File: config.mk
export PLATFORM = sky130hd
export DESIGN_NAME = ibp_div
export DESIGN_NICKNAME = d
export VERILOG_FILES = /design/src/hdl/indirect_block_path_macros.svh /design/src/hdl/ibp_pkg.sv /design/src/hdl/ibp_div.sv
export SDC_FILE = /design/constraint.sdc
export NUM_CORES = 2
export LEC_CHECK = 0
export ABC_AREA = 1
export BUFFER_PORTS_ARGS = -buffer_cell sky130_fd_sc_hd__buf_2
export CAP_MARGIN = 15
export CORE_ASPECT_RATIO = 1.5
export CORE_MARGIN = 3
export CORE_UTILIZATION = 35
export CTS_CLUSTER_SIZE = 40
export DETAILED_ROUTE_END_ITERATION = 7
export HOLD_SLACK_MARGIN = 0.02
export SYNTH_ARGS = -nofsm -noshare
export SYNTH_HDL_FRONTEND = slang
export SYNTH_SLANG_ARGS = --single-unit
File: constraint.sdc
create_clock -name clk -period 11.2 [get_ports clk]
set_input_delay 0.56 -clock clk [delete_from_list [all_inputs] [get_ports clk]]
set_output_delay 0.56 -clock clk [all_outputs]
set_load 0.005 [all_outputs]
File: src/hdl/indirect_block_path_macros.svh
// ----------------------------------------------------------------------------
// Assertion macros for the indirect block path
// Shared concurrent assertion forms, clocked on clk, disabled in reset.
// ----------------------------------------------------------------------------
`ifndef INDIRECT_BLOCK_PATH_MACROS_SVH
`define INDIRECT_BLOCK_PATH_MACROS_SVH

// same-cycle implication
`define IBP_ASSERT_SAME(label, ante, cons) \
    label: assert property (@(posedge clk) disable iff (!rst_n) (ante) |-> (cons)) \
        else $error("assertion failed");

// next-cycle implication
`define IBP_ASSERT_NEXT(label, ante, cons) \
    label: assert property (@(posedge clk) disable iff (!rst_n) (ante) |=> (cons)) \
        else $error("assertion failed");

`endif

File: src/hdl/ibp_pkg.sv
// ----------------------------------------------------------------------------
// ibp_pkg
// Types and constants shared by the indirect block path modules.
// ----------------------------------------------------------------------------
package ibp_pkg;

    localparam int LB_W          = 48;
    localparam int PPB_W         = 15;
    localparam int SLOT_W        = 14;
    localparam int META_W        = 50;
    localparam int SQ_W          = 2 * PPB_W;
    localparam int DIV_W         = 45;
    localparam int DIV_BITS      = 3;
    localparam int DIV_STAGES    = DIV_W / DIV_BITS;
    localparam int DIRECT_BLOCKS = 12;
    localparam int MAX_RESULTS   = 4;
    localparam int IDX_W         = 2;
    localparam logic [PPB_W-1:0] PPB_RESET = 15'd256;

    typedef enum logic [1:0] {
        ST_PATH    = 2'd0,
        ST_DIRECT  = 2'd1,
        ST_TOO_BIG = 2'd2
    } status_t;

    // item context carried down the pipeline
    typedef struct packed {
        status_t             kind;
        logic [1:0]          nlev;
        logic [META_W-1:0]   req;
        logic [META_W-1:0]   meta0;
        logic [PPB_W-1:0]    ppb;
        logic [SQ_W-1:0]     sq;
        logic [PPB_W-1:0]    r1;
    } item_t;

    // all results of one item
    typedef struct packed {
        status_t                                kind;
        logic [IDX_W-1:0]                       last_idx;
        logic [MAX_RESULTS-1:0][LB_W-1:0]       meta;
        logic [MAX_RESULTS-1:0][SLOT_W-1:0]     slot;
    } bundle_t;

endpackage

File: src/hdl/ibp_div.sv
// ----------------------------------------------------------------------------
// ibp_div
// Pipelined restoring divider by the pointers-per-block count.
// ----------------------------------------------------------------------------
module ibp_div
    import ibp_pkg::*;
(
    input  logic              clk,
    input  logic              rst_n,
    input  logic              en,
    input  logic              in_valid,
    input  item_t             in_item,
    input  logic [DIV_W-1:0]  dividend,
    output logic              out_valid,
    output item_t             out_item,
    output logic [DIV_W-1:0]  quotient,
    output logic [PPB_W-1:0]  remainder
);

    logic [DIV_STAGES-1:0]  v_reg;
    item_t                  item_reg [DIV_STAGES];
    logic [PPB_W-1:0]       r_reg    [DIV_STAGES];
    logic [DIV_W-1:0]       q_reg    [DIV_STAGES];

    // shift DIV_BITS dividend bits into the partial remainder
    function automatic logic [PPB_W+DIV_W-1:0] div_step(
        input logic [PPB_W-1:0] r,
        input logic [DIV_W-1:0] q,
        input logic [PPB_W-1:0] d
    );
        logic [PPB_W:0]   t;
        logic [PPB_W-1:0] rr;
        logic [DIV_W-1:0] qq;
        rr = r;
        qq = q;
        for (int b = 0; b < DIV_BITS; b++)
        begin
            t  = {rr, qq[DIV_W-1]};
            qq = {qq[DIV_W-2:0], 1'b0};
            if (t >= {1'b0, d})
            begin
                t     = t - {1'b0, d};
                qq[0] = 1'b1;
            end
            rr = t[PPB_W-1:0];
        end
        return {rr, qq};
    endfunction

    always_ff @(posedge clk or negedge rst_n)
    begin
        if (!rst_n)
            v_reg <= '0;
        else if (en)
            v_reg <= {v_reg[DIV_STAGES-2:0], in_valid};
    end

    always_ff @(posedge clk)
    begin
        if (en)
        begin
            item_reg[0]         <= in_item;
            {r_reg[0], q_reg[0]} <= div_step('0, dividend, in_item.ppb);
        end
    end

    for (genvar s = 1; s < DIV_STAGES; s++)
    begin : g_stage
        always_ff @(posedge clk)
        begin
            if (en)
            begin
                item_reg[s]          <= item_reg[s-1];
                {r_reg[s], q_reg[s]} <= div_step(r_reg[s-1], q_reg[s-1],
                                                 item_reg[s-1].ppb);
            end
        end
    end

    assign out_valid = v_reg[DIV_STAGES-1];
    assign out_item  = item_reg[DIV_STAGES-1];
    assign quotient  = q_reg[DIV_STAGES-1];
    assign remainder = r_reg[DIV_STAGES-1];

endmodule

==> flow_summary.json <==
{
  "outcome": "complete, no violations",
  "synth_area_per_cell_sq_um": 13.0,
  "timing.critical_path.mode_cell": "nand2_1",
  "clock_path_buffers": 4,
  "hpwl_microns": 237000,
  "row_count": 288,
  "fin_util": 0.402,
  "synth_commonest_cells": "edfxtp_1, nand2_1, inv_1, ha_1, a21oi_1",
  "tightest_slew_ns": 1.14,
  "post-route-cell-area_sq_mm": 0.165,
  "wire_per_inst_microns": 18.4,
  "cts_tree": "built",
  "initial_core_util": 0.352,
  "fin_skew_ns": 0.0771,
  "cp_top_family": "simple AND/OR/NAND/NOR gates",
  "grt_pass1_wl_microns": 484000,
  "cp-end-kind": "register",
  "cts_buffers": 329,
  "crit_required_ns": 11.81,
  "largest_reg_flops": 2460,
  "max_clock_freq_mhz": 132,
  "yosysMostFrequentCell": "edfxtp_1",
  "synth_area_leaders": "edfxtp_1, nand2_1, ha_1, inv_1, a21oi_1",
  "gp_congestion": 0.921,
  "cpPeakStageDelay_ns": 0.60,
  "core_area_sq_mm": 0.411,
  "startpoint_type": "register",
  "grt-ovfl-total": 0,
  "grt_pass1_vias": 83432,
  "postSynth.asyncResetShare": 0.00444,
  "io_pins": 438,
  "cts_sinks": 3375,
  "synth.distinct_cells": 59,
  "fin_crit_sh": 0.678,
  "drc": 0,
  "setup_viol": 0,
  "cts_setup_buffers": 0,
  "worst-r2r-cell-count": 35,
  "netlist_instances": 11124,
  "synth_top_area_share": 0.697,
  "yosysSeqAreaShare": 0.700,
  "syn-cell-area_sq_mm": 0.145,
  "die_w_microns": 531,
  "max-slew-margin-rel": 0.237,
  "drive_gt1_frac": 0.0960,
  "cts_resized": 0,
  "drt_iter0_markers": 5219,
  "wirelength_microns": 322000,
  "layout.nets": 12743,
  "hold_class": "in -> reg",
  "die_y_microns": 793,
  "cts_root_buffer": "clkbuf_16",
  "yosys_warnings": 0,
  "drtPass1Iterations": 6,
  "htreeDepth": 5,
  "ant_nets": 0,
  "timing.setup.tns_ns": 0,
  "clkLatencyLatePin_ns": 0.94,
  "final-max-slew-violation-count": 0,
  "syn-num-nets": 12043,
  "grtUsageTotal": 0.149,
  "dieArea_sq_mm": 0.421,
  "synth-main-ff-cell": "edfxtp_1",
  "slowest_stage": "nand3_1",
  "hold_depth": 1,
  "critical_path_class": "reg -> reg",
  "dp_slack_ns": 3.52,
  "synth_edf_count": 3360,
  "cp.depth": 35,
  "syn2layout_area_growth_pct": 14.0,
  "clk_pin_slew_ns": 0.06,
  "post_drt_via_cell_ratio": 4.70,
  "placed_cell_area_sq_mm": 0.152,
  "cp_data_arrival_time_ns": 8.21,
  "worst_slack_ns": 3.60,
  "finalHoldViolCount": 0,
  "antenna_found_initial": 24,
  "io_buffers": 437,
  "synth_seq_cells": 3375,
  "path_buf_inv": 5,
  "rsz0062_at_grt": "no",
  "grt_max_degree": 205,
  "cp_max_fo": 20,
  "min_period_ns": 7.60,
  "vias": 82100,
  "hold_buffers": 210,
  "maxCapViolations": 0,
  "yosys.area.top_type": "edfxtp_1"
}
==> stage by stage <==
stage	cells	hold WS (ns)
floorplan	11124	0.264
global placement	16648	0.400
detailed placement	16648	0.405
CTS	17454	0.0830
global route	17457	0.134
finish	17459	0.188
==> final cells by class <==
| class | count | area (sq um) |
|---|---|---|
| sequential | 3375 | 101000 |
| inverter | 1020 | 3830 |
| tap | 5365 | 6710 |
| multi-input combinational | 6396 | 37200 |
| clock inverter | 220 | 2640 |
| antenna | 5 | 12.5 |
| clock buffer | 376 | 8500 |
| fill | 38332 | 246000 |
| timing repair buffer | 702 | 4820 |
==> layout by cell type (no fill, tap or decap), types with 16 or more instances in the layout <==
cell type	netlist	final
edfxtp_1	3360	3360
nand2_1	2621	2621
inv_1	999	999
ha_1	662	662
a21oi_1	598	598
buf_2	51	436
nand3_1	416	416
o21ai_0	408	408
nor2_1	405	405
clkbuf_16	0	332
xor2_1	250	250
xnor2_1	210	210
dlygate4sd3_1	0	210
nand4_1	164	164
o21ai_1	72	72
clkinv_1	1	72
nor3_1	68	68
nand3b_1	58	58
buf_4	257	47
a21o_1	46	46
fa_1	44	44
clkinv_2	0	43
or2_2	41	41
clkbuf_1	9	41
bufinv_16	0	39
o21bai_1	38	38
o21a_1	35	35
nand3_2	29	29
nand2_2	28	28
o31ai_1	26	26
inv_2	20	20
nor4_1	18	18
clkinvlp_4	0	18
o2111ai_1	16	16
==> cell families (layout without fill, tap and decap cells) <==
kind of cell	count (synthesis)	in the layout	synth area share
AOI/OAI and AO/OA	1300	1300	0.0491
xor gates and xnor gates	460	460	0.0278
adders and majority gates	706	706	0.0633
buffers and inverters	1353	2318	0.0429
DFF	3375	3375	0.700
muxes	1	1	0.0000778
other	0	5	0
and+or+nand+nor	3929	3929	0.117
==> final timing paths <==
kind	slack, ns	startpoint	endpoint
hold reg to reg	0.36	q_reg[433]	q_reg[391]
max in group asynchronous	9.95	rst_n	v_reg[13]
setup / recovery	3.60	item_reg[0][537]	r_reg[161]
min in group asynchronous	0.79	rst_n	v_reg[2]
hold / removal	0.19	en	item_reg[0][360]
setup reg to reg	3.60	item_reg[0][537]	r_reg[161]
==> worst register-to-register path: cells and delay by family (launching register included) <==
| family | cells | cell delay [ns] |
|---|---|---|
| and+or+nand+nor | 20 | 4.03 |
| DFF | 1 | 0.53 |
| AOI/OAI and AO/OA | 6 | 0.93 |
| buffers and inverters | 5 | 0.47 |
| adders and majority gates | 4 | 1.33 |
==> routing by layer <==
layer  part of all wire  up-vias  track usage
met1               0.37    39238        0.157
met5           0.000099        -            0
met3              0.036      705       0.0203
met4              0.054        6       0.0743
met2               0.54     1661        0.285
li1                   -    40490            -
Power is left out: the tool's default activity adds up to more than one toggle a clock period on the data nets, which glitch-free logic cannot reach.
