## config.mk

```make
export PLATFORM = sky130hd
export DESIGN_NAME = ibp_back
export DESIGN_NICKNAME = d
export VERILOG_FILES = /design/src/hdl/indirect_block_path_macros.svh /design/src/hdl/ibp_pkg.sv /design/src/hdl/ibp_back.sv
export SDC_FILE = /design/constraint.sdc
export NUM_CORES = 2
export LEC_CHECK = 0
export BUFFER_PORTS_ARGS = -buffer_cell sky130_fd_sc_hd__buf_4
export CELL_PAD_IN_SITES_DETAIL_PLACEMENT = 0
export CELL_PAD_IN_SITES_GLOBAL_PLACEMENT = 1
export CORE_ASPECT_RATIO = 0.5
export CORE_MARGIN = 3
export CORE_UTILIZATION = 38
export CTS_BUF_LIST = sky130_fd_sc_hd__clkbuf_8 sky130_fd_sc_hd__clkbuf_16
export CTS_CLUSTER_SIZE = 8
export DETAILED_ROUTE_END_ITERATION = 10
export GPL_TIMING_DRIVEN = 0
export HOLD_SLACK_MARGIN = 0.12
export PLACE_DENSITY_LB_ADDON = 0.3
export SYNTH_ARGS = -nofsm -noshare
export SYNTH_HDL_FRONTEND = slang
export SYNTH_SLANG_ARGS = --single-unit
```

## constraint.sdc

```tcl
create_clock -name clk -period 3.7 [get_ports clk]
set_input_delay 0.74 -clock clk [delete_from_list [all_inputs] [get_ports clk]]
set_output_delay 0.74 -clock clk [all_outputs]
set_load 0.01 [all_outputs]
```

## src/hdl/indirect_block_path_macros.svh

```systemverilog
// ----------------------------------------------------------------------------
// Assertion macros for the indirect block path
// Shared concurrent assertion forms, clocked on clk, disabled in reset.
// ----------------------------------------------------------------------------
`ifndef INDIRECT_BLOCK_PATH_MACROS_SVH
`define INDIRECT_BLOCK_PATH_MACROS_SVH

// same-cycle implication
`define IBP_ASSERT_SAME(label, ante, cons) \
    label: assert property (@(posedge clk) disable iff (!rst_n) (ante) |-> (cons)) \
        else $error("assertion failed");

// next-cycle implication
`define IBP_ASSERT_NEXT(label, ante, cons) \
    label: assert property (@(posedge clk) disable iff (!rst_n) (ante) |=> (cons)) \
        else $error("assertion failed");

`endif

```

## src/hdl/ibp_pkg.sv

```systemverilog
// ----------------------------------------------------------------------------
// ibp_pkg
// Types and constants shared by the indirect block path modules.
// ----------------------------------------------------------------------------
package ibp_pkg;

    localparam int LB_W          = 48;
    localparam int PPB_W         = 15;
    localparam int SLOT_W        = 14;
    localparam int META_W        = 50;
    localparam int SQ_W          = 2 * PPB_W;
    localparam int DIV_W         = 45;
    localparam int DIV_BITS      = 3;
    localparam int DIV_STAGES    = DIV_W / DIV_BITS;
    localparam int DIRECT_BLOCKS = 12;
    localparam int MAX_RESULTS   = 4;
    localparam int IDX_W         = 2;
    localparam logic [PPB_W-1:0] PPB_RESET = 15'd256;

    typedef enum logic [1:0] {
        ST_PATH    = 2'd0,
        ST_DIRECT  = 2'd1,
        ST_TOO_BIG = 2'd2
    } status_t;

    // item context carried down the pipeline
    typedef struct packed {
        status_t             kind;
        logic [1:0]          nlev;
        logic [META_W-1:0]   req;
        logic [META_W-1:0]   meta0;
        logic [PPB_W-1:0]    ppb;
        logic [SQ_W-1:0]     sq;
        logic [PPB_W-1:0]    r1;
    } item_t;

    // all results of one item
    typedef struct packed {
        status_t                                kind;
        logic [IDX_W-1:0]                       last_idx;
        logic [MAX_RESULTS-1:0][LB_W-1:0]       meta;
        logic [MAX_RESULTS-1:0][SLOT_W-1:0]     slot;
    } bundle_t;

endpackage

```

## src/hdl/ibp_back.sv

```systemverilog
// ----------------------------------------------------------------------------
// ibp_back
// Meta-block numbers per level and early stop at the requested block.
// ----------------------------------------------------------------------------
module ibp_back
    import ibp_pkg::*;
(
    input  logic              clk,
    input  logic              rst_n,
    input  logic              en,
    input  logic              in_valid,
    input  item_t             in_item,
    input  logic [DIV_W-1:0]  q2,
    input  logic [PPB_W-1:0]  r2,
    output logic              out_valid,
    output bundle_t           out_bundle
);

    logic [3:0] v_reg;

    item_t             it1_reg, it2_reg, it3_reg;
    logic [DIV_W-1:0]  p2_reg;
    logic [SQ_W-1:0]   p1_reg, p1b_reg;
    logic [PPB_W-1:0]  dh1_reg, dh2_reg, dh3_reg;
    logic [PPB_W-1:0]  r2a_reg, r2b_reg, r2c_reg;
    logic [META_W-1:0] ma_reg, ma3_reg, mc_reg, mc3_reg, mb_reg;
    bundle_t           bundle_reg;
    bundle_t           bundle_next;

    logic [2:0][META_W-1:0] e_meta;
    logic [2:0][PPB_W-1:0]  e_off;
    logic [1:0]             ne;
    logic [IDX_W-1:0]       cnt;
    logic                   run;

    always_ff @(posedge clk or negedge rst_n)
    begin
        if (!rst_n)
            v_reg <= '0;
        else if (en)
            v_reg <= {v_reg[2:0], in_valid};
    end

    always_comb
    begin
        e_meta = '0;
        e_off  = '0;
        unique case (it3_reg.nlev)
            2'd3:
            begin
                e_meta = {mb_reg, ma3_reg, it3_reg.meta0};
                e_off  = {it3_reg.r1, r2c_reg, dh3_reg};
                ne     = 2'd3;
            end
            2'd2:
            begin
                e_meta[0] = it3_reg.meta0;
                e_meta[1] = mc3_reg;
                e_off[0]  = r2c_reg;
                e_off[1]  = it3_reg.r1;
                ne        = 2'd2;
            end
            default:
            begin
                e_meta[0] = it3_reg.meta0;
                e_off[0]  = it3_reg.r1;
                ne        = 2'd1;
            end
        endcase

        // stop at the first level whose block is the one requested
        cnt = '0;
        run = 1'b1;
        for (int i = 0; i < 3; i++)
        begin
            if (run && (2'(i) < ne) && (e_meta[i] != it3_reg.req))
                cnt = cnt + 1'b1;
            else
                run = 1'b0;
        end

        bundle_next      = '0;
        bundle_next.kind = it3_reg.kind;
        if (it3_reg.kind == ST_PATH)
        begin
            bundle_next.last_idx = cnt;
            bundle_next.meta[0]  = it3_reg.meta0[LB_W-1:0];
            bundle_next.slot[0]  = SLOT_W'(it3_reg.nlev - 2'd1);
            for (int i = 0; i < 3; i++)
            begin
                bundle_next.meta[i+1] = e_meta[i][LB_W-1:0];
                bundle_next.slot[i+1] = e_off[i][SLOT_W-1:0];
            end
        end
    end

    always_ff @(posedge clk)
    begin
        if (en)
        begin
            it1_reg    <= in_item;
            p2_reg     <= DIV_W'(q2[PPB_W-1:0]) * DIV_W'(in_item.sq);
            p1_reg     <= SQ_W'(r2) * SQ_W'(in_item.ppb);
            dh1_reg    <= q2[PPB_W-1:0];
            r2a_reg    <= r2;

            it2_reg    <= it1_reg;
            ma_reg     <= it1_reg.meta0 - META_W'(p2_reg) + META_W'(1);
            mc_reg     <= it1_reg.meta0 - META_W'(p1_reg) + META_W'(1);
            p1b_reg    <= p1_reg;
            dh2_reg    <= dh1_reg;
            r2b_reg    <= r2a_reg;

            it3_reg    <= it2_reg;
            mb_reg     <= ma_reg - META_W'(p1b_reg) + META_W'(1);
            ma3_reg    <= ma_reg;
            mc3_reg    <= mc_reg;
            dh3_reg    <= dh2_reg;
            r2c_reg    <= r2b_reg;

            bundle_reg <= bundle_next;
        end
    end

    assign out_valid  = v_reg[3];
    assign out_bundle = bundle_reg;

endmodule

```

==> impl_metrics.tcl <==
set metrics [dict create \
    dp_hpwl_um 167000 \
    drive_gt1_share_pct 22.86 \
    yosysWarnings 0 \
    min_period_ns 6.130 \
    grt_pass1_wl_um 309900 \
    avgSynthCellArea_um2 11.75 \
    die_h_um 300.5 \
    setup_violations 62 \
    clockBufferDepth 3 \
    syn-cell-area_um2 65930 \
    wl_met3_um 13960 \
    tritoncts "yes" \
    dpl_worst_slack_ns -3.775 \
    violations "setup timing" \
    viasPerCell 5.155 \
    required_ns 4.16 \
    highest_layer "met5" \
    core_um2 171400 \
    grt_max_degree 134 \
    hp-class "in -> reg" \
    fillers 15310 \
    area_delta_synth_final_pct 26.36 \
    nets 7700 \
    first_pass_iters 6 \
    clkSinkCount 990 \
    yosysMostFrequentCell "edfxtp_1" \
    fin_crit_sh_pct 165.7 \
    placed_cells 8354 \
    die_area_um2 178800 \
    instances_no_fill 8806 \
    drc 0 \
    drt-total-wl_um 214300 \
    ant_nets 0 \
    fin_ws_ns -2.430 \
    grtUsageTotal_pct 23.65 \
    ys_types 92 \
    ir_worst_vdd_mv 1.595 \
    crit_type "in -> reg" \
    clkTransAtPathRegs_ns 0.05 \
    place_area_um2 73430 \
    yosys-top-cells-count "986 x edfxtp_1, 736 x inv_1, 532 x fa_1" \
    multi_input_area_um2 34540 \
    slew_viol_final 0 \
    ios 481 \
    grt_overflow 0 \
    m1WireLength_um 98810 \
    synth_top_cell_by_area "edfxtp_1" \
    num_vias 45400 \
    worst_setup_path_end_kind "flip-flop" \
    largest_register_ff_count 193 \
    asyncSetResetFlopFracSynth_pct 0.4040 \
    final_core_util_pct 48.62 \
    antenna_found_initial 24 \
    synthFlopType "edfxtp_1" \
    synth_edf_count 986 \
    drtIter0Drc 4129 \
    syn_inst 5609 \
    cp_data_arrival_time_ns 6.59 \
    start_util_pct 38.47 \
    grt_setup_unrepaired "true" \
    port_buffers 448 \
    setup.worst_path.start_class "primary input" \
    powerDensity_nw_per_um2 1111 \
    tightest_slew_ns 1.114 \
    ys_top_cells_by_area "edfxtp_1 45%, fa_1 16%, ha_1 8.6%" \
    hold_viol 0 \
    final_area_um2 83310 \
    clk_latency_ns 0.76 \
    p_leak_nw 35.54 \
    cts-root-buf "clkbuf_16" \
    cap_violations 0 \
    relSlewSlack_pct 25.70 \
    skew_ns 0.04971 \
    yosysTopAreaCellShare_pct 44.91 \
    ys_ff_latch 990 \
    power_mw 92.56 \
    htreeDepth 4 \
    regArea_um2 29710 \
    grt_pass1_vias 46630 \
    crit_fanout 10 \
    cts_buffers 142 \
    post_drt_wl_per_cell_um 24.33 \
    routed-wl-met2_um 94670 \
    yosysSeqAreaShare_pct 45.06 \
    num_rows 107 \
    fmax_mhz 163.1 \
    synth_fp_nets 6823 \
    gp_congestion 0.9278 \
    die_x_um 595.1 \
    status "complete, but fails checks" \
]
==> cell type report <==
cell class	count	share of cell area [%]
plain buffers	292	3.624
repair buffers	741	7.784
diodes	7	0.02103
multi-input cells	3583	41.46
clock buffers	145	4.355
clock inverters	23	0.3469
flip-flops and latches	990	35.66
well taps	2289	3.438
inverters	736	3.316
==> through the flow <==
step                hold slack, ns  setup TNS, ns
floorplan                   0.4003        -111.33
global placement            0.4017       -6404.82
detailed placement          0.4045        -208.53
CTS                         0.1200         -93.50
global route                0.1291        -106.28
finish                      0.1703         -99.85
==> kinds of logic (layout without fill, tap and decap cells) <==
group,Yosys count,count (layout),share of synthesized area (%)
mux,4,4,0.06831
other cells,0,7,0
simple gates,1413,1413,10.89
compound gates,853,853,8.606
flops,990,990,45.06
fa+ha+maj,986,986,24.77
buf+inv,1036,1937,6.259
xor+xnor,327,327,4.344
==> layer usage <==
| layer | GRT usage (%) | up-vias |
|---|---|---|
| li1 | - | 20730 |
| met1 | 34.20 | 22880 |
| met2 | 36.16 | 1464 |
| met3 | 4.342 | 318 |
| met4 | 7.150 | 6 |
| met5 | 0 | - |
==> power breakdown <==
part           leakage, nW  internal [mW]  switching, mW
sequential            9.78           16.9           1.77
clock                 1.94           6.95           4.70
combinational         23.8           28.3           34.0
==> worst max-delay path: stages <==
cell and delay (ns):
buf_4 0.21, clkbuf_16 0.21, nand2_1 0.09, fa_1 0.52, fa_1 0.52, inv_1 0.06, fa_1 0.57, fa_2 0.43
fa_1 0.49, inv_1 0.05, fa_2 0.59, inv_2 0.06, ha_4 0.27, and4_4 0.23, nand4_1 0.18, a21oi_2 0.23
nor3b_2 0.09, or4b_4 0.52, a21oi_4 0.23, a31oi_1 0.12, xnor2_1 0.15
==> final timing paths <==
check	end	startpoint	slack, ns	depth (start not counted)
min in group asynchronous	v_reg[3]	rst_n	0.32	2
max	p2_reg[40]	in_item[30]	-2.43	21
min	it1_reg[125]	in_item[125]	0.17	1
max reg2reg	out_bundle[248]	it3_reg[160]	0.01	14
min reg2reg	e_meta[1]	it2_reg[61]	0.40	0
max in group asynchronous	v_reg[2]	rst_n	3.28	2
==> repair_timing <==
item	4_1_cts	5_1_grt
pin swaps	145	122
endpoints found under the hold margin	67	0
resized for setup	579	195
setup buffers	136	78
hold buffers	64	0
endpoints found under the setup margin	135	101
gates cloned	7	2
==> layout by cell type, fill, tap and decap left out, types with 19 or more instances in the layout <==
cell           count
a21o_1           112
a21oi_1          194
a21oi_2           27
a22oi_1           58
a22oi_2           30
a31oi_1           27
and2_1           365
and2_4            45
and3_1            76
buf_12            20
buf_4            635
buf_6             56
buf_8             20
clkbuf_1          97
clkbuf_16        207
clkbuf_2          19
clkbuf_8          28
dlygate4sd3_1     64
edfxtp_1         986
fa_1             500
fa_2              32
ha_1             398
ha_4              46
inv_1            685
inv_2             59
nand2_1          439
nand3_1           48
nand3b_1          23
nand4_1           73
nor2_1           185
nor3_1            25
o21a_1            31
o21ai_0          132
o21bai_1          38
xnor2_1          208
xor2_1            90
No activity file was read; power rests on OpenSTA's default activity.
