<file path="src/hdl/indirect_block_path_macros.svh">
// ----------------------------------------------------------------------------
// Assertion macros for the indirect block path
// Shared concurrent assertion forms, clocked on clk, disabled in reset.
// ----------------------------------------------------------------------------
`ifndef INDIRECT_BLOCK_PATH_MACROS_SVH
`define INDIRECT_BLOCK_PATH_MACROS_SVH

// same-cycle implication
`define IBP_ASSERT_SAME(label, ante, cons) \
    label: assert property (@(posedge clk) disable iff (!rst_n) (ante) |-> (cons)) \
        else $error("assertion failed");

// next-cycle implication
`define IBP_ASSERT_NEXT(label, ante, cons) \
    label: assert property (@(posedge clk) disable iff (!rst_n) (ante) |=> (cons)) \
        else $error("assertion failed");

`endif

</file>
<file path="src/hdl/ibp_pkg.sv">
// ----------------------------------------------------------------------------
// ibp_pkg
// Types and constants shared by the indirect block path modules.
// ----------------------------------------------------------------------------
package ibp_pkg;

    localparam int LB_W          = 48;
    localparam int PPB_W         = 15;
    localparam int SLOT_W        = 14;
    localparam int META_W        = 50;
    localparam int SQ_W          = 2 * PPB_W;
    localparam int DIV_W         = 45;
    localparam int DIV_BITS      = 3;
    localparam int DIV_STAGES    = DIV_W / DIV_BITS;
    localparam int DIRECT_BLOCKS = 12;
    localparam int MAX_RESULTS   = 4;
    localparam int IDX_W         = 2;
    localparam logic [PPB_W-1:0] PPB_RESET = 15'd256;

    typedef enum logic [1:0] {
        ST_PATH    = 2'd0,
        ST_DIRECT  = 2'd1,
        ST_TOO_BIG = 2'd2
    } status_t;

    // item context carried down the pipeline
    typedef struct packed {
        status_t             kind;
        logic [1:0]          nlev;
        logic [META_W-1:0]   req;
        logic [META_W-1:0]   meta0;
        logic [PPB_W-1:0]    ppb;
        logic [SQ_W-1:0]     sq;
        logic [PPB_W-1:0]    r1;
    } item_t;

    // all results of one item
    typedef struct packed {
        status_t                                kind;
        logic [IDX_W-1:0]                       last_idx;
        logic [MAX_RESULTS-1:0][LB_W-1:0]       meta;
        logic [MAX_RESULTS-1:0][SLOT_W-1:0]     slot;
    } bundle_t;

endpackage

</file>
<file path="src/hdl/ibp_front.sv">
// ----------------------------------------------------------------------------
// ibp_front
// Magnitude, level classification and first meta-block number.
// ----------------------------------------------------------------------------
module ibp_front
    import ibp_pkg::*;
(
    input  logic              clk,
    input  logic              rst_n,
    input  logic              en,
    input  logic              in_valid,
    input  logic [LB_W-1:0]   logical_block,
    input  logic [PPB_W-1:0]  ppb,
    output logic              out_valid,
    output item_t             out_item,
    output logic [DIV_W-1:0]  dividend
);

    logic [4:0] v_reg;

    // stage 0
    logic [LB_W-1:0]   lb0_reg;
    logic [PPB_W-1:0]  ppb0_reg;
    // stage 1
    logic [META_W-1:0] req1_reg;
    logic [LB_W-1:0]   mag1_reg;
    logic [PPB_W-1:0]  ppb1_reg;
    logic [SQ_W-1:0]   sq1_reg;
    // stage 2
    logic [META_W-1:0] req2_reg;
    logic [LB_W-1:0]   rem2_reg;
    logic              direct2_reg;
    logic [PPB_W-1:0]  ppb2_reg;
    logic [SQ_W-1:0]   sq2_reg;
    logic [DIV_W-1:0]  cube2_reg;
    // stage 3
    logic [META_W-1:0] req3_reg;
    logic [LB_W-1:0]   rem3_reg;
    logic              direct3_reg;
    logic [PPB_W-1:0]  ppb3_reg;
    logic [SQ_W-1:0]   sq3_reg;
    logic [SQ_W:0]     t2_reg;
    logic [DIV_W:0]    t3_reg;
    // stage 4
    item_t             item4_reg;
    item_t             item4_next;
    logic [DIV_W-1:0]  div4_reg;
    logic [DIV_W-1:0]  div4_next;

    logic [LB_W-1:0]   mag_next;
    logic [DIV_W:0]    sub;
    logic              lt1, lt2, lt3;
    logic [1:0]        k;
    logic [LB_W-1:0]   rem_sel;

    always_ff @(posedge clk or negedge rst_n)
    begin
        if (!rst_n)
            v_reg <= '0;
        else if (en)
            v_reg <= {v_reg[3:0], in_valid};
    end

    always_comb
    begin
        mag_next = lb0_reg[LB_W-1] ? (LB_W'(0) - lb0_reg) : lb0_reg;
    end

    always_comb
    begin
        lt1 = rem3_reg < LB_W'(ppb3_reg);
        lt2 = rem3_reg < LB_W'(t2_reg);
        lt3 = rem3_reg < LB_W'(t3_reg);
        priority if (lt1)
        begin
            sub = '0;
            k   = 2'd0;
        end
        else if (lt2)
        begin
            sub = (DIV_W+1)'(ppb3_reg);
            k   = 2'd1;
        end
        else
        begin
            sub = (DIV_W+1)'(t2_reg);
            k   = 2'd2;
        end
        rem_sel = rem3_reg - LB_W'(sub);

        item4_next       = '0;
        item4_next.req   = req3_reg;
        item4_next.ppb   = ppb3_reg;
        item4_next.sq    = sq3_reg;
        item4_next.nlev  = k + 2'd1;
        item4_next.meta0 = META_W'(0)
                         - (META_W'(sub) + META_W'(DIRECT_BLOCKS) + META_W'(k));
        priority if (direct3_reg)
            item4_next.kind = ST_DIRECT;
        else if (!lt3)
            item4_next.kind = ST_TOO_BIG;
        else
            item4_next.kind = ST_PATH;
        div4_next = rem_sel[DIV_W-1:0];
    end

    always_ff @(posedge clk)
    begin
        if (en)
        begin
            lb0_reg     <= logical_block;
            ppb0_reg    <= ppb;

            req1_reg    <= META_W'(signed'(lb0_reg));
            mag1_reg    <= mag_next;
            ppb1_reg    <= ppb0_reg;
            sq1_reg     <= SQ_W'(ppb0_reg) * SQ_W'(ppb0_reg);

            req2_reg    <= req1_reg;
            rem2_reg    <= mag1_reg - LB_W'(DIRECT_BLOCKS);
            direct2_reg <= mag1_reg < LB_W'(DIRECT_BLOCKS);
            ppb2_reg    <= ppb1_reg;
            sq2_reg     <= sq1_reg;
            cube2_reg   <= DIV_W'(sq1_reg) * DIV_W'(ppb1_reg);

            req3_reg    <= req2_reg;
            rem3_reg    <= rem2_reg;
            direct3_reg <= direct2_reg;
            ppb3_reg    <= ppb2_reg;
            sq3_reg     <= sq2_reg;
            t2_reg      <= (SQ_W+1)'(ppb2_reg) + (SQ_W+1)'(sq2_reg);
            t3_reg      <= (DIV_W+1)'(ppb2_reg) + (DIV_W+1)'(sq2_reg)
                         + (DIV_W+1)'(cube2_reg);

            item4_reg   <= item4_next;
            div4_reg    <= div4_next;
        end
    end

    assign out_valid = v_reg[4];
    assign out_item  = item4_reg;
    assign dividend  = div4_reg;

endmodule

</file>
<file path="config.mk">
export PLATFORM = sky130hd
export DESIGN_NAME = ibp_front
export DESIGN_NICKNAME = d
export VERILOG_FILES = /design/src/hdl/indirect_block_path_macros.svh /design/src/hdl/ibp_pkg.sv /design/src/hdl/ibp_front.sv
export SDC_FILE = /design/constraint.sdc
export NUM_CORES = 2
export LEC_CHECK = 0
export CAP_MARGIN = 30
export CORE_MARGIN = 5
export CORE_UTILIZATION = 45
export DETAILED_ROUTE_END_ITERATION = 8
export DONT_BUFFER_PORTS = 1
export GPL_ROUTABILITY_DRIVEN = 0
export GPL_TIMING_DRIVEN = 0
export PLACE_DENSITY_LB_ADDON = 0.05
export SYNTH_ARGS = -nofsm -noshare
export SYNTH_HDL_FRONTEND = slang
export SYNTH_SLANG_ARGS = --single-unit
export TNS_END_PERCENT = 5
</file>
<file path="constraint.sdc">
create_clock -name clk -period 8.1 [get_ports clk]
set_clock_uncertainty 0.15 [all_clocks]
set_input_delay 1.62 -clock clk [delete_from_list [all_inputs] [get_ports clk]]
set_output_delay 1.62 -clock clk [all_outputs]
set_load 0.02 [all_outputs]
</file>
==> flow_metrics.env <==
export IMPL_die_area_sq_um=126000
export IMPL_fmax_mhz=127
export IMPL_fillers=10600
export IMPL_reg2reg_depth=23
export IMPL_wirelength_um=135000
export IMPL_synth_top_cell_by_area="edfxtp_1"
export IMPL_syn2layout_area_growth_pct=10.1
export IMPL_cts_hold_buf=0
export IMPL_stdcell_area_sq_um=58800
export IMPL_endpoint_kind="flip-flop"
export IMPL_cp_arrival_ns=8.17
export IMPL_cts_buffers=88
export IMPL_largest_reg_flops=127
export IMPL_start_kind="flip-flop"
export IMPL_grt_max_degree=776
export IMPL_grt_pass1_wl_um=205000
export IMPL_ys_seq_elements=775
export IMPL_crit_path_max_incr_delay_ns=0.57
export IMPL_worstSetupPathType="flip-flop to flip-flop"
export IMPL_rr_startpoint="ppb1_reg[9]"
export IMPL_synthCells=4483
export IMPL_crit_slowest_cell="edfxtp_1"
export IMPL_hp_class="flip-flop to flip-flop"
export IMPL_muxShareOfSynthArea=0.00248
export IMPL_synth_compound_area_frac=0.0627
export IMPL_first_pass_iters=5
export IMPL_track_usage=0.216
export IMPL_crit_required_ns=8.38
export IMPL_grt_pass1_vias=33400
export IMPL_numPortBuffers=0
export IMPL_timing_rr_end="cube2_reg[44]"
export IMPL_worstHoldStart="sq3_reg[20]"
export IMPL_outcome="finished clean"
export IMPL_final_layout_size_suffix_gt1_frac=0.0614
export IMPL_dpl_cell_area_sq_um=55500
export IMPL_async_flop_share=0.00645
export IMPL_clockRootBuffer="clkbuf_16"
export IMPL_dp_hpwl_um=106000
export IMPL_utilization=0.498
export IMPL_die_x_um=354
export IMPL_synth_main_ff_cell="edfxtp_1"
export IMPL_synthAdderAreaFrac=0.280
export IMPL_rrSetupSlack_ns=0.21
export IMPL_ys_warn_count=0
export IMPL_vias=32700
export IMPL_drt_iter0_markers=2262
export IMPL_yosys_top_cells_area="edfxtp_1 43%, fa_1 19%, ha_1 9.2%, inv_1 4.7%, and2_1 3.9%"
export IMPL_ys_types=79
export IMPL_io_pin_count=277
export IMPL_hold_depth=0
export IMPL_synth_xor_area_share=0.0454
export IMPL_yosysTopAreaCellShare=0.433
export IMPL_worstPathMaxFanout=19
export IMPL_holdPathEnd="out_item[35]"
export IMPL_setup_viol=0
export IMPL_cts_tree="yes"
export IMPL_die_y_um=354
export IMPL_relSlewSlack=0.171
export IMPL_maxSlewViolCount=0
export IMPL_antenna_found_initial=11
export IMPL_clock_sinks=775
export IMPL_cts_path_max_buffers=3
export IMPL_gr_total_overflow=0
export IMPL_whs_ns=0.244
export IMPL_multi_input_area_sq_um=27100
export IMPL_synth_edf_count=770
export IMPL_core_area_sq_um=118000
export IMPL_start_util=0.453
export IMPL_finalHoldViolCount=0
export IMPL_ys_seq_area_frac=0.435
export IMPL_yosysMostFrequentCell="edfxtp_1"
export IMPL_wire_per_inst_um=21.6
export IMPL_synthTopCellsByCount="770 x edfxtp_1, 668 x inv_1, 502 x fa_1, 392 x ha_1, 380 x nand2_1"
export IMPL_worstMarginPinSlew_ns=1.21
export IMPL_avgSynthCellArea_sq_um=11.9
export IMPL_rsz0062_at_grt="true"
export IMPL_insertion_delay_ns=0.69
export IMPL_ant_nets=0
export IMPL_crit_top_cell="fa_1"
export IMPL_synth_top_family_by_area="adder cells"
export IMPL_syn_area_sq_um=53400
export IMPL_critical_path_cell_chain="clkbuf_2, and2_1, fa_1, inv_1, fa_1, inv_1, fa_1, fa_1, fa_1, inv_1, fa_1, inv_1, ha_1, nand3_1, nor2_1, nand3_1, a2111oi_2, a21oi_1, o31a_1, o311a_1, o31ai_1, a21oi_1, xnor2_1"
export IMPL_seq_area_sq_um=23200
export IMPL_cts_clk_slew_worst_paths_ns=0.06
export IMPL_drc_errors=0
export IMPL_htreeDepth=3
export IMPL_yosys_area_share_simple=0.113
export IMPL_final_nets=5577
export IMPL_maxCapViolCount=0
export IMPL_rows=126
export IMPL_via_per_inst=5.25
export IMPL_period_minus_slack_ns=7.89
export IMPL_final_period_utilization=0.975
how the worst max path moves through the flow:
| stage | from | end | slack (ns) | cells past startpoint |
|---|---|---|---|---|
| 3_3_place_gp | ppb1_reg[14] | cube2_reg[43] | -0.76 | 22 |
| 2_1_floorplan | sq1_reg[10] | cube2_reg[43] | 1.23 | 23 |
| 6_report | ppb1_reg[9] | cube2_reg[44] | 0.21 | 23 |
| 5_1_grt | ppb1_reg[1] | cube2_reg[44] | -0.08 | 25 |
| 4_1_cts | sq1_reg[4] | cube2_reg[43] | 0.01 | 22 |
| 3_5_place_dp | ppb1_reg[13] | cube2_reg[43] | -0.76 | 22 |
worst max-delay path, delay by kind of cell, from the launching register on:
kind                     cells  cell delay (ns)
adder cells (fa/ha/maj)      7             3.47
flip-flops                   1             0.57
buffers and inverters        5             0.70
XOR/XNOR                     1             0.16
AO/OA/AOI/OAI                6             1.88
AND/OR/NAND/NOR              4             0.70
metal layers:
metal	up-vias	wire length, um	track usage
met3	174	8350	0.0404
met4	0	3690	0.0644
met1	16400	58000	0.293
met5	-	0	0
li1	15300	-	-
met2	860	64600	0.357
area by class of cell:
cell class | instances | area share
repair buffers | 17 | 0.00366
flip-flops and latches | 775 | 0.396
clock inverters | 57 | 0.0120
well taps | 1536 | 0.0327
plain buffers | 146 | 0.0129
diodes | 5 | 0.000213
inverters | 669 | 0.0427
multi-input cells | 2919 | 0.461
clock buffers | 105 | 0.0394
metrics by stage:
stage / TNS [ns] / worst slack [ns] / cells
after global routing: -0.119 / -0.0752 / 6224
after detailed placement: -4.33 / -0.764 / 6053
after global placement: -4.01 / -0.760 / 6051
final: 0 / 0.206 / 6229
after CTS: 0 / 0.0120 / 6211
after floorplan: 0 / 1.23 / 4515
cells in the final DEF, fill, tap and decap left out, types with 53 or more instances in the layout:
cell,n
a21oi_1,154
clkbuf_16,89
xor2_1,88
ha_1,392
edfxtp_1,770
nor2_1,135
and2_1,329
o21ai_0,99
clkbuf_1,76
nand2_1,380
a21o_1,87
xnor2_1,189
fa_1,502
nand3_1,70
nor3_1,53
inv_1,668
kinds of logic after synthesis:
| family | after synthesis |
|---|---|
| and+or+nand+nor | 1183 |
| adders and majority gates | 894 |
| buffers and inverters | 821 |
| DFF | 775 |
| AOI/OAI and AO/OA | 519 |
| xor gates and xnor gates | 277 |
| muxes | 12 |
| other | 2 |
what timing repair did:
action / in CTS / in global routing
buffers inserted: 1 / 10
endpoints found under the setup margin: 11 / 9
resized for setup: 36 / 42
Power is not shown: default switching activity piles up to over one toggle a cycle in this logic, so the estimate is an artifact.
