[src/hdl/indirect_block_path_macros.svh]
// ----------------------------------------------------------------------------
// Assertion macros for the indirect block path
// Shared concurrent assertion forms, clocked on clk, disabled in reset.
// ----------------------------------------------------------------------------
`ifndef INDIRECT_BLOCK_PATH_MACROS_SVH
`define INDIRECT_BLOCK_PATH_MACROS_SVH

// same-cycle implication
`define IBP_ASSERT_SAME(label, ante, cons) \
    label: assert property (@(posedge clk) disable iff (!rst_n) (ante) |-> (cons)) \
        else $error("assertion failed");

// next-cycle implication
`define IBP_ASSERT_NEXT(label, ante, cons) \
    label: assert property (@(posedge clk) disable iff (!rst_n) (ante) |=> (cons)) \
        else $error("assertion failed");

`endif

[src/hdl/ibp_pkg.sv]
// ----------------------------------------------------------------------------
// ibp_pkg
// Types and constants shared by the indirect block path modules.
// ----------------------------------------------------------------------------
package ibp_pkg;

    localparam int LB_W          = 48;
    localparam int PPB_W         = 15;
    localparam int SLOT_W        = 14;
    localparam int META_W        = 50;
    localparam int SQ_W          = 2 * PPB_W;
    localparam int DIV_W         = 45;
    localparam int DIV_BITS      = 3;
    localparam int DIV_STAGES    = DIV_W / DIV_BITS;
    localparam int DIRECT_BLOCKS = 12;
    localparam int MAX_RESULTS   = 4;
    localparam int IDX_W         = 2;
    localparam logic [PPB_W-1:0] PPB_RESET = 15'd256;

    typedef enum logic [1:0] {
        ST_PATH    = 2'd0,
        ST_DIRECT  = 2'd1,
        ST_TOO_BIG = 2'd2
    } status_t;

    // item context carried down the pipeline
    typedef struct packed {
        status_t             kind;
        logic [1:0]          nlev;
        logic [META_W-1:0]   req;
        logic [META_W-1:0]   meta0;
        logic [PPB_W-1:0]    ppb;
        logic [SQ_W-1:0]     sq;
        logic [PPB_W-1:0]    r1;
    } item_t;

    // all results of one item
    typedef struct packed {
        status_t                                kind;
        logic [IDX_W-1:0]                       last_idx;
        logic [MAX_RESULTS-1:0][LB_W-1:0]       meta;
        logic [MAX_RESULTS-1:0][SLOT_W-1:0]     slot;
    } bundle_t;

endpackage

[src/hdl/ibp_ser.sv]
// ----------------------------------------------------------------------------
// ibp_ser
// Output register that hands out the results of one item in order.
// ----------------------------------------------------------------------------
module ibp_ser
    import ibp_pkg::*;
(
    input  logic               clk,
    input  logic               rst_n,
    input  logic               in_valid,
    input  bundle_t            in_bundle,
    output logic               en,
    output logic               out_valid,
    input  logic               out_ready,
    output logic [1:0]         status,
    output logic [LB_W-1:0]    meta_block,
    output logic [SLOT_W-1:0]  slot_offset,
    output logic               last
);

    logic             busy_reg, busy_next;
    logic [IDX_W-1:0] idx_reg, idx_next;
    bundle_t          bundle_reg;

    assign last      = idx_reg == bundle_reg.last_idx;
    // advance the pipeline unless a result is still pending
    assign en        = !busy_reg || (out_ready && last);
    assign out_valid = busy_reg;

    always_comb
    begin
        busy_next = busy_reg;
        idx_next  = idx_reg;
        if (en)
        begin
            busy_next = in_valid;
            idx_next  = '0;
        end
        else if (out_ready)
            idx_next = idx_reg + 1'b1;
    end

    always_ff @(posedge clk or negedge rst_n)
    begin
        if (!rst_n)
        begin
            busy_reg <= 1'b0;
            idx_reg  <= '0;
        end
        else
        begin
            busy_reg <= busy_next;
            idx_reg  <= idx_next;
        end
    end

    always_ff @(posedge clk)
    begin
        if (en)
            bundle_reg <= in_bundle;
    end

    assign status      = bundle_reg.kind;
    assign meta_block  = bundle_reg.meta[idx_reg];
    assign slot_offset = bundle_reg.slot[idx_reg];

endmodule

[config.mk]
export PLATFORM = sky130hd
export DESIGN_NAME = ibp_ser
export DESIGN_NICKNAME = d
export VERILOG_FILES = /design/src/hdl/indirect_block_path_macros.svh /design/src/hdl/ibp_pkg.sv /design/src/hdl/ibp_ser.sv
export SDC_FILE = /design/constraint.sdc
export NUM_CORES = 1
export LEC_CHECK = 0
export BUFFER_PORTS_ARGS = -buffer_cell sky130_fd_sc_hd__buf_2
export CAP_MARGIN = 20
export CELL_PAD_IN_SITES_DETAIL_PLACEMENT = 0
export CELL_PAD_IN_SITES_GLOBAL_PLACEMENT = 1
export CORE_UTILIZATION = 45
export CTS_CLUSTER_DIAMETER = 30
export DETAILED_ROUTE_END_ITERATION = 8
export PLACE_DENSITY = 0.92
export SYNTH_ARGS = -nofsm -noshare
export SYNTH_HDL_FRONTEND = slang
export SYNTH_SLANG_ARGS = --single-unit
export TNS_END_PERCENT = 30
[constraint.sdc]
create_clock -name clk -period 16.35 [get_ports clk]
set_input_delay 3.27 -clock clk [delete_from_list [all_inputs] [get_ports clk]]
set_output_delay 3.27 -clock clk [all_outputs]
set_load 0.005 [all_outputs]
==> impl_metrics.tcl, run 1 <==
set metrics [dict create \
    path_cells "buf_2 > a21bo_4 > buf_2" \
    rsz0062_at_grt "no" \
    die_w_um 146 \
    fin_worst_skew_ns 0.00910 \
    cts_sinks 255 \
    drive_above_1_share 0.629 \
    tightest_slew_ns 0.934 \
    drtIter0Drc 244 \
    grt_use_met3 0.0580 \
    top_usage_layer "met2" \
    place_congestion 0.820 \
    cpMostUsedCell "buf_2" \
    synth_area_per_cell_um2 26.6 \
    area_delta_synth_final_pct 37.1 \
    io_pins 323 \
    synthAdderAreaFrac 0 \
    synth.cell_area_um2 9300 \
    detail_route.vias_per_cell 5.04 \
    wire_per_inst_um 19.9 \
    synth_top_family_by_area "multiplexers" \
    async_flop_share 0.0118 \
    finalCritPeriodShare 0.453 \
    timing.hold.ws_ns 0.657 \
    postCtsSetupRepairBufs 0 \
    crit_type "primary input to output pin" \
    relSlewSlack 0.377 \
    dp_hpwl_um 13500 \
    clockRootBuffer "clkbuf_16" \
    maxCapViolCount 0 \
    hp-start "out_valid" \
    antenna_found_initial 2 \
    met1_usage 0.220 \
    cp_slowest_cell "a21bo_4" \
    start_util 0.460 \
    worst-path-max-fanout 39 \
    grt_pass1_vias 5735 \
    yosys-top-cells-area "edfxtp_1 (81%), mux4_2 (15%), buf_12 (0.86%)" \
    synth_most_common_cell "edfxtp_1" \
    synthTopCellsByCount "edfxtp_1 (252), mux4_2 (62), buf_2 (8)" \
    crit_family "compound AO/OA/AOI/OAI gates" \
    grt_usage 0.193 \
    grt_remaining_overflow 0 \
    synthFlopType "edfxtp_1" \
    hold_viol 0 \
    crit_path_start "out_ready" \
    max_stage_delay_ns 0.51 \
    min_path_cells 2 \
    htreeDepth 2 \
    finalWirelength_um 20300 \
    fp-row-count 52 \
    tns_ns 0 \
    die_area_um2 21200 \
    core_area_um2 20200 \
    fmax_mhz 135 \
    synth_xor_area_frac 0.00188 \
    power_leakage_uw 0.00487 \
    final_nets 963 \
    path_depth 3 \
    hp-class "flop to flop" \
    synth_nets 605 \
    status "complete, no violations" \
    ir_worst_vdd_uv 127 \
    cts_tree "yes" \
    r2r_cells 5 \
    arrival_ns 4.14 \
    largest_reg_flops 250 \
    period_minus_slack_ns 7.41 \
    use_met2 0.337 \
    numPortBuffers 322 \
    finalSetupViolCount 0 \
    first_pass_iters 4 \
    synth_edf_count 252 \
    drcViolationCount 0 \
    synth-seq-cells 255 \
    ctsResizeCount 0 \
    grt_max_degree 76 \
    vias 5124 \
    numCtsBuffers 46 \
    end_kind "output pin" \
    ant_nets 0 \
    pwr_density_cell_nw_per_um2 220 \
    clk_latency_ns 0.51 \
    required_ns 13.08 \
    num-fill-cells 1404 \
    cp_num_buf_inv 2 \
    yosysTopAreaCell "edfxtp_1" \
    die_h_um 146 \
    grt_pass1_wl_um 30900 \
    holdBufCountCts 0 \
    synth_mux_area_frac 0.150 \
    synth_compound_area_frac 0.00404 \
    multi_input_area_um2 1500 \
    clock_path_buffers 3 \
    final_max_slew_viol_count 0 \
    synth_cell_type_count 19 \
    ys_seq_area_frac 0.822 \
    yosys_warnings 0 \
    ff_latch_area_um2 7650 \
    cp-start-kind "primary input" \
    synth_cells 349 \
    yosys.area.top_type_share 0.814 \
    clk_pin_slew_ns 0.05 \
    yosys.area_share.simple 0.00444 \
    r2r-start "idx_reg[0]" \
]
-- worst paths after layout --
| path | end | slack [ns] |
|---|---|---|
| min in group asynchronous | out_valid | 2.55 |
| worst min-delay path | out_valid | 0.66 |
| worst min register to register | out_valid | 0.66 |
| max in group asynchronous | idx_reg[0] | 13.68 |
| worst max-delay path | en | 8.94 |
| worst max register to register | bundle_reg[81] | 12.42 |
-- through the flow --
| step | total power [µW] | instances | worst slack [ns] | utilization | instance area, µm² |
|---|---|---|---|---|---|
| CTS | 2840 | 1014 | 8.92 | 0.630 | 12700 |
| global route | 2920 | 1015 | 8.85 | 0.630 | 12700 |
| detailed placement | 1850 | 929 | 8.92 | 0.550 | 11100 |
| floorplan | 1620 | 349 | 6.64 | - | 9300 |
| global placement | 1800 | 929 | 8.97 | 0.550 | 11100 |
| finish | 2800 | 1016 | 8.94 | 0.630 | 12700 |
-- power by group --
group | switching, µW | internal, µW
Sequential | 93.9 | 1080
Combinational | 350 | 314
Clock | 310 | 657
-- cell usage in the layout, fill, tap and decap left out, drive strengths merged --
cell type / Yosys / routed
xor2: 2 / 2
edfxtp: 252 / 252
a31oi: 1 / 1
buf: 17 / 327
clkbuf: 0 / 56
nor2: 2 / 2
nand2b: 1 / 1
bufinv: 0 / 7
nand3b: 2 / 2
and3: 1 / 1
inv: 1 / 6
o21ai: 1 / 1
clkinv: 0 / 12
a21bo: 1 / 1
a31o: 1 / 1
nor2b: 1 / 1
clkinvlp: 0 / 5
diode: 0 / 2
dfrtp: 3 / 3
o211ai: 1 / 1
mux4: 62 / 62
-- tightest hold or removal path: stages (launching register included) --
cell and delay (ns):
dfrtp_1 0.44, nor2_1 0.13, a31oi_1 0.05
-- kinds of logic after synthesis --
logic type | after synthesis
and+or+nand+nor | 7
DFF | 255
buffers and inverters | 18
AOI/OAI and AO/OA | 5
muxes | 62
xor gates and xnor gates | 2
-- layer usage --
metal	vias up	part of all wire
li1	2241	-
met3	53	0.083
met4	0	0.034
met5	-	0
met1	2542	0.36
met2	288	0.53
-- final cells by class --
cell class                 instances  area share
antenna                            2    0.000393
clock buffer                      56      0.0982
clock inverter                    29      0.0279
inverter                           1    0.000294
multi-input combinational         76       0.118
sequential                       255       0.600
tap                              270      0.0265
timing repair buffer             327       0.129
(Power assumes the default switching activity.)
==> run 2, diff against run 1 <==
CORE_UTILIZATION = 42   (was 45)
PLACE_DENSITY = 0.87   (was 0.92)
clock period = 7.1 ns   (was 16.35 ns; I/O delays follow)
==> impl_metrics.tcl, run 2 (synthesized netlist as in run 1, its figures left out) <==
set metrics [dict create \
    status "complete, no violations" \
    numCtsBuffers 47 \
    clk_pin_slew_ns 0.05 \
    relSlewSlack 0.349 \
    die_h_um 151 \
    rrSetupSlack_ns 3.32 \
    arrival_ns 3.22 \
    wire_per_inst_um 18.7 \
    fmax_mhz 216 \
    final_max_slew_viol_count 0 \
    place_congestion 0.768 \
    core_area_um2 21800 \
    cts_tree "yes" \
    htreeDepth 2 \
    hp-class "flop to flop" \
    mostFrequentLayoutCells "buf_2 (322), edfxtp_1 (252), mux4_2 (62)" \
    fp-row-count 54 \
    first_pass_iters 4 \
    ant_nets 0 \
    end_kind "output pin" \
    tightest_slew_ns 0.977 \
    die_area_um2 22700 \
    crit_type "flop to output pin" \
    largest_reg_flops 250 \
    grt_pass1_wl_um 28000 \
    dp_hpwl_um 12900 \
    finalSetupViolCount 0 \
    vias 5023 \
    die_w_um 151 \
    final_nets 963 \
    max_stage_delay_ns 0.85 \
    ctsResizeCount 0 \
    pre_cts_slack_ns 2.90 \
    start_util 0.427 \
    detail_route.vias_per_cell 4.88 \
    cp_slowest_cell "dfrtp_4" \
    drcViolationCount 0 \
    r2r-start "idx_reg[0]" \
    clk_latency_ns 0.52 \
    maxCapViolCount 0 \
    period_minus_slack_ns 4.64 \
    num-fill-cells 1549 \
    pwr_density_cell_nw_per_um2 506 \
    power_leakage_uw 0.00489 \
    grt_usage 0.165 \
    grt_max_degree 149 \
    crit_path_start "idx_reg[0]" \
    multi_input_area_um2 1500 \
    finalCritPeriodShare 0.653 \
    postCtsSetupRepairBufs 0 \
    holdBufCountCts 0 \
    rsz0062_at_grt "no" \
    layout_commonest_cell "buf_2" \
    r2r_cells 5 \
    grt_remaining_overflow 0 \
    ff_latch_area_um2 7650 \
    io_pins 323 \
    path_cells "buf_4 > xor2_1 > nor2_1 > a21bo_4 > buf_2" \
    numPortBuffers 322 \
    antenna_found_initial 0 \
    tns_ns 0 \
    clockRootBuffer "clkbuf_16" \
    cp-start-kind "flop" \
    worst-path-max-fanout 36 \
    area_delta_synth_final_pct 38.0 \
    drtIter0Drc 231 \
    finalWirelength_um 19300 \
    clock_path_buffers 3 \
    drive_above_1_share 0.627 \
    r2r_end "bundle_reg[173]" \
    worst_slack_ns 2.46 \
    hold_viol 0 \
    fin_worst_skew_ns 0.0157 \
    grt_pass1_vias 5455 \
    ir_worst_vdd_uv 340 \
    cts_sinks 255 \
    crit_end "en" \
    required_ns 5.68 \
]
run 2: worst min path at each step:
| stage | from | end | slack, ns | depth (start not counted) |
|---|---|---|---|---|
| floorplan | out_valid | idx_reg[0] | 0.56 | 2 |
| global placement | out_valid | idx_reg[0] | 0.60 | 2 |
| detailed placement | out_valid | idx_reg[1] | 0.63 | 1 |
| CTS | out_valid | idx_reg[1] | 0.66 | 1 |
| global route | rst_n | idx_reg[1] | 0.68 | 1 |
| finish | out_valid | idx_reg[1] | 0.66 | 1 |
run 2: worst max-delay path: cells and delay by family, from the launching register on:
kind | cells | cell delay, ns
AND/OR/NAND/NOR | 1 | 0.29
AO/OA/AOI/OAI | 1 | 0.48
flip-flops | 1 | 0.85
XOR/XNOR | 1 | 0.17
buffers and inverters | 2 | 0.88
run 2: per-layer routing:
metal / global-route usage / wire length [µm]
met3: 0.0512 / 1800
met5: 0 / 0
met1: 0.194 / 7170
met4: 0.0825 / 484
met2: 0.276 / 9860
run 2: cell type report:
class	instances	area share
well taps	280	0.0273
repair buffers	326	0.129
flip-flops and latches	255	0.596
clock buffers	55	0.0973
inverters	1	0.000292
diodes	5	0.000975
clock inverters	32	0.0328
multi-input cells	76	0.117
run 2: power breakdown:
part | total [µW] | switching [µW] | internal (µW)
Combinational | 1520 | 796 | 729
Sequential | 2680 | 197 | 2480
Clock | 2300 | 714 | 1590
run 2: stage by stage:
stage	total power [µW]	util	cells	area, µm²	hold WS, ns
6_report	6500	0.590	1030	12800	0.661
5_1_grt	6810	0.589	1025	12800	0.677
4_1_cts	6580	0.589	1025	12800	0.661
3_5_place_dp	4250	0.513	938	11200	0.632
3_3_place_gp	4160	0.513	938	11200	0.603
2_1_floorplan	3730	-	349	9300	0.562
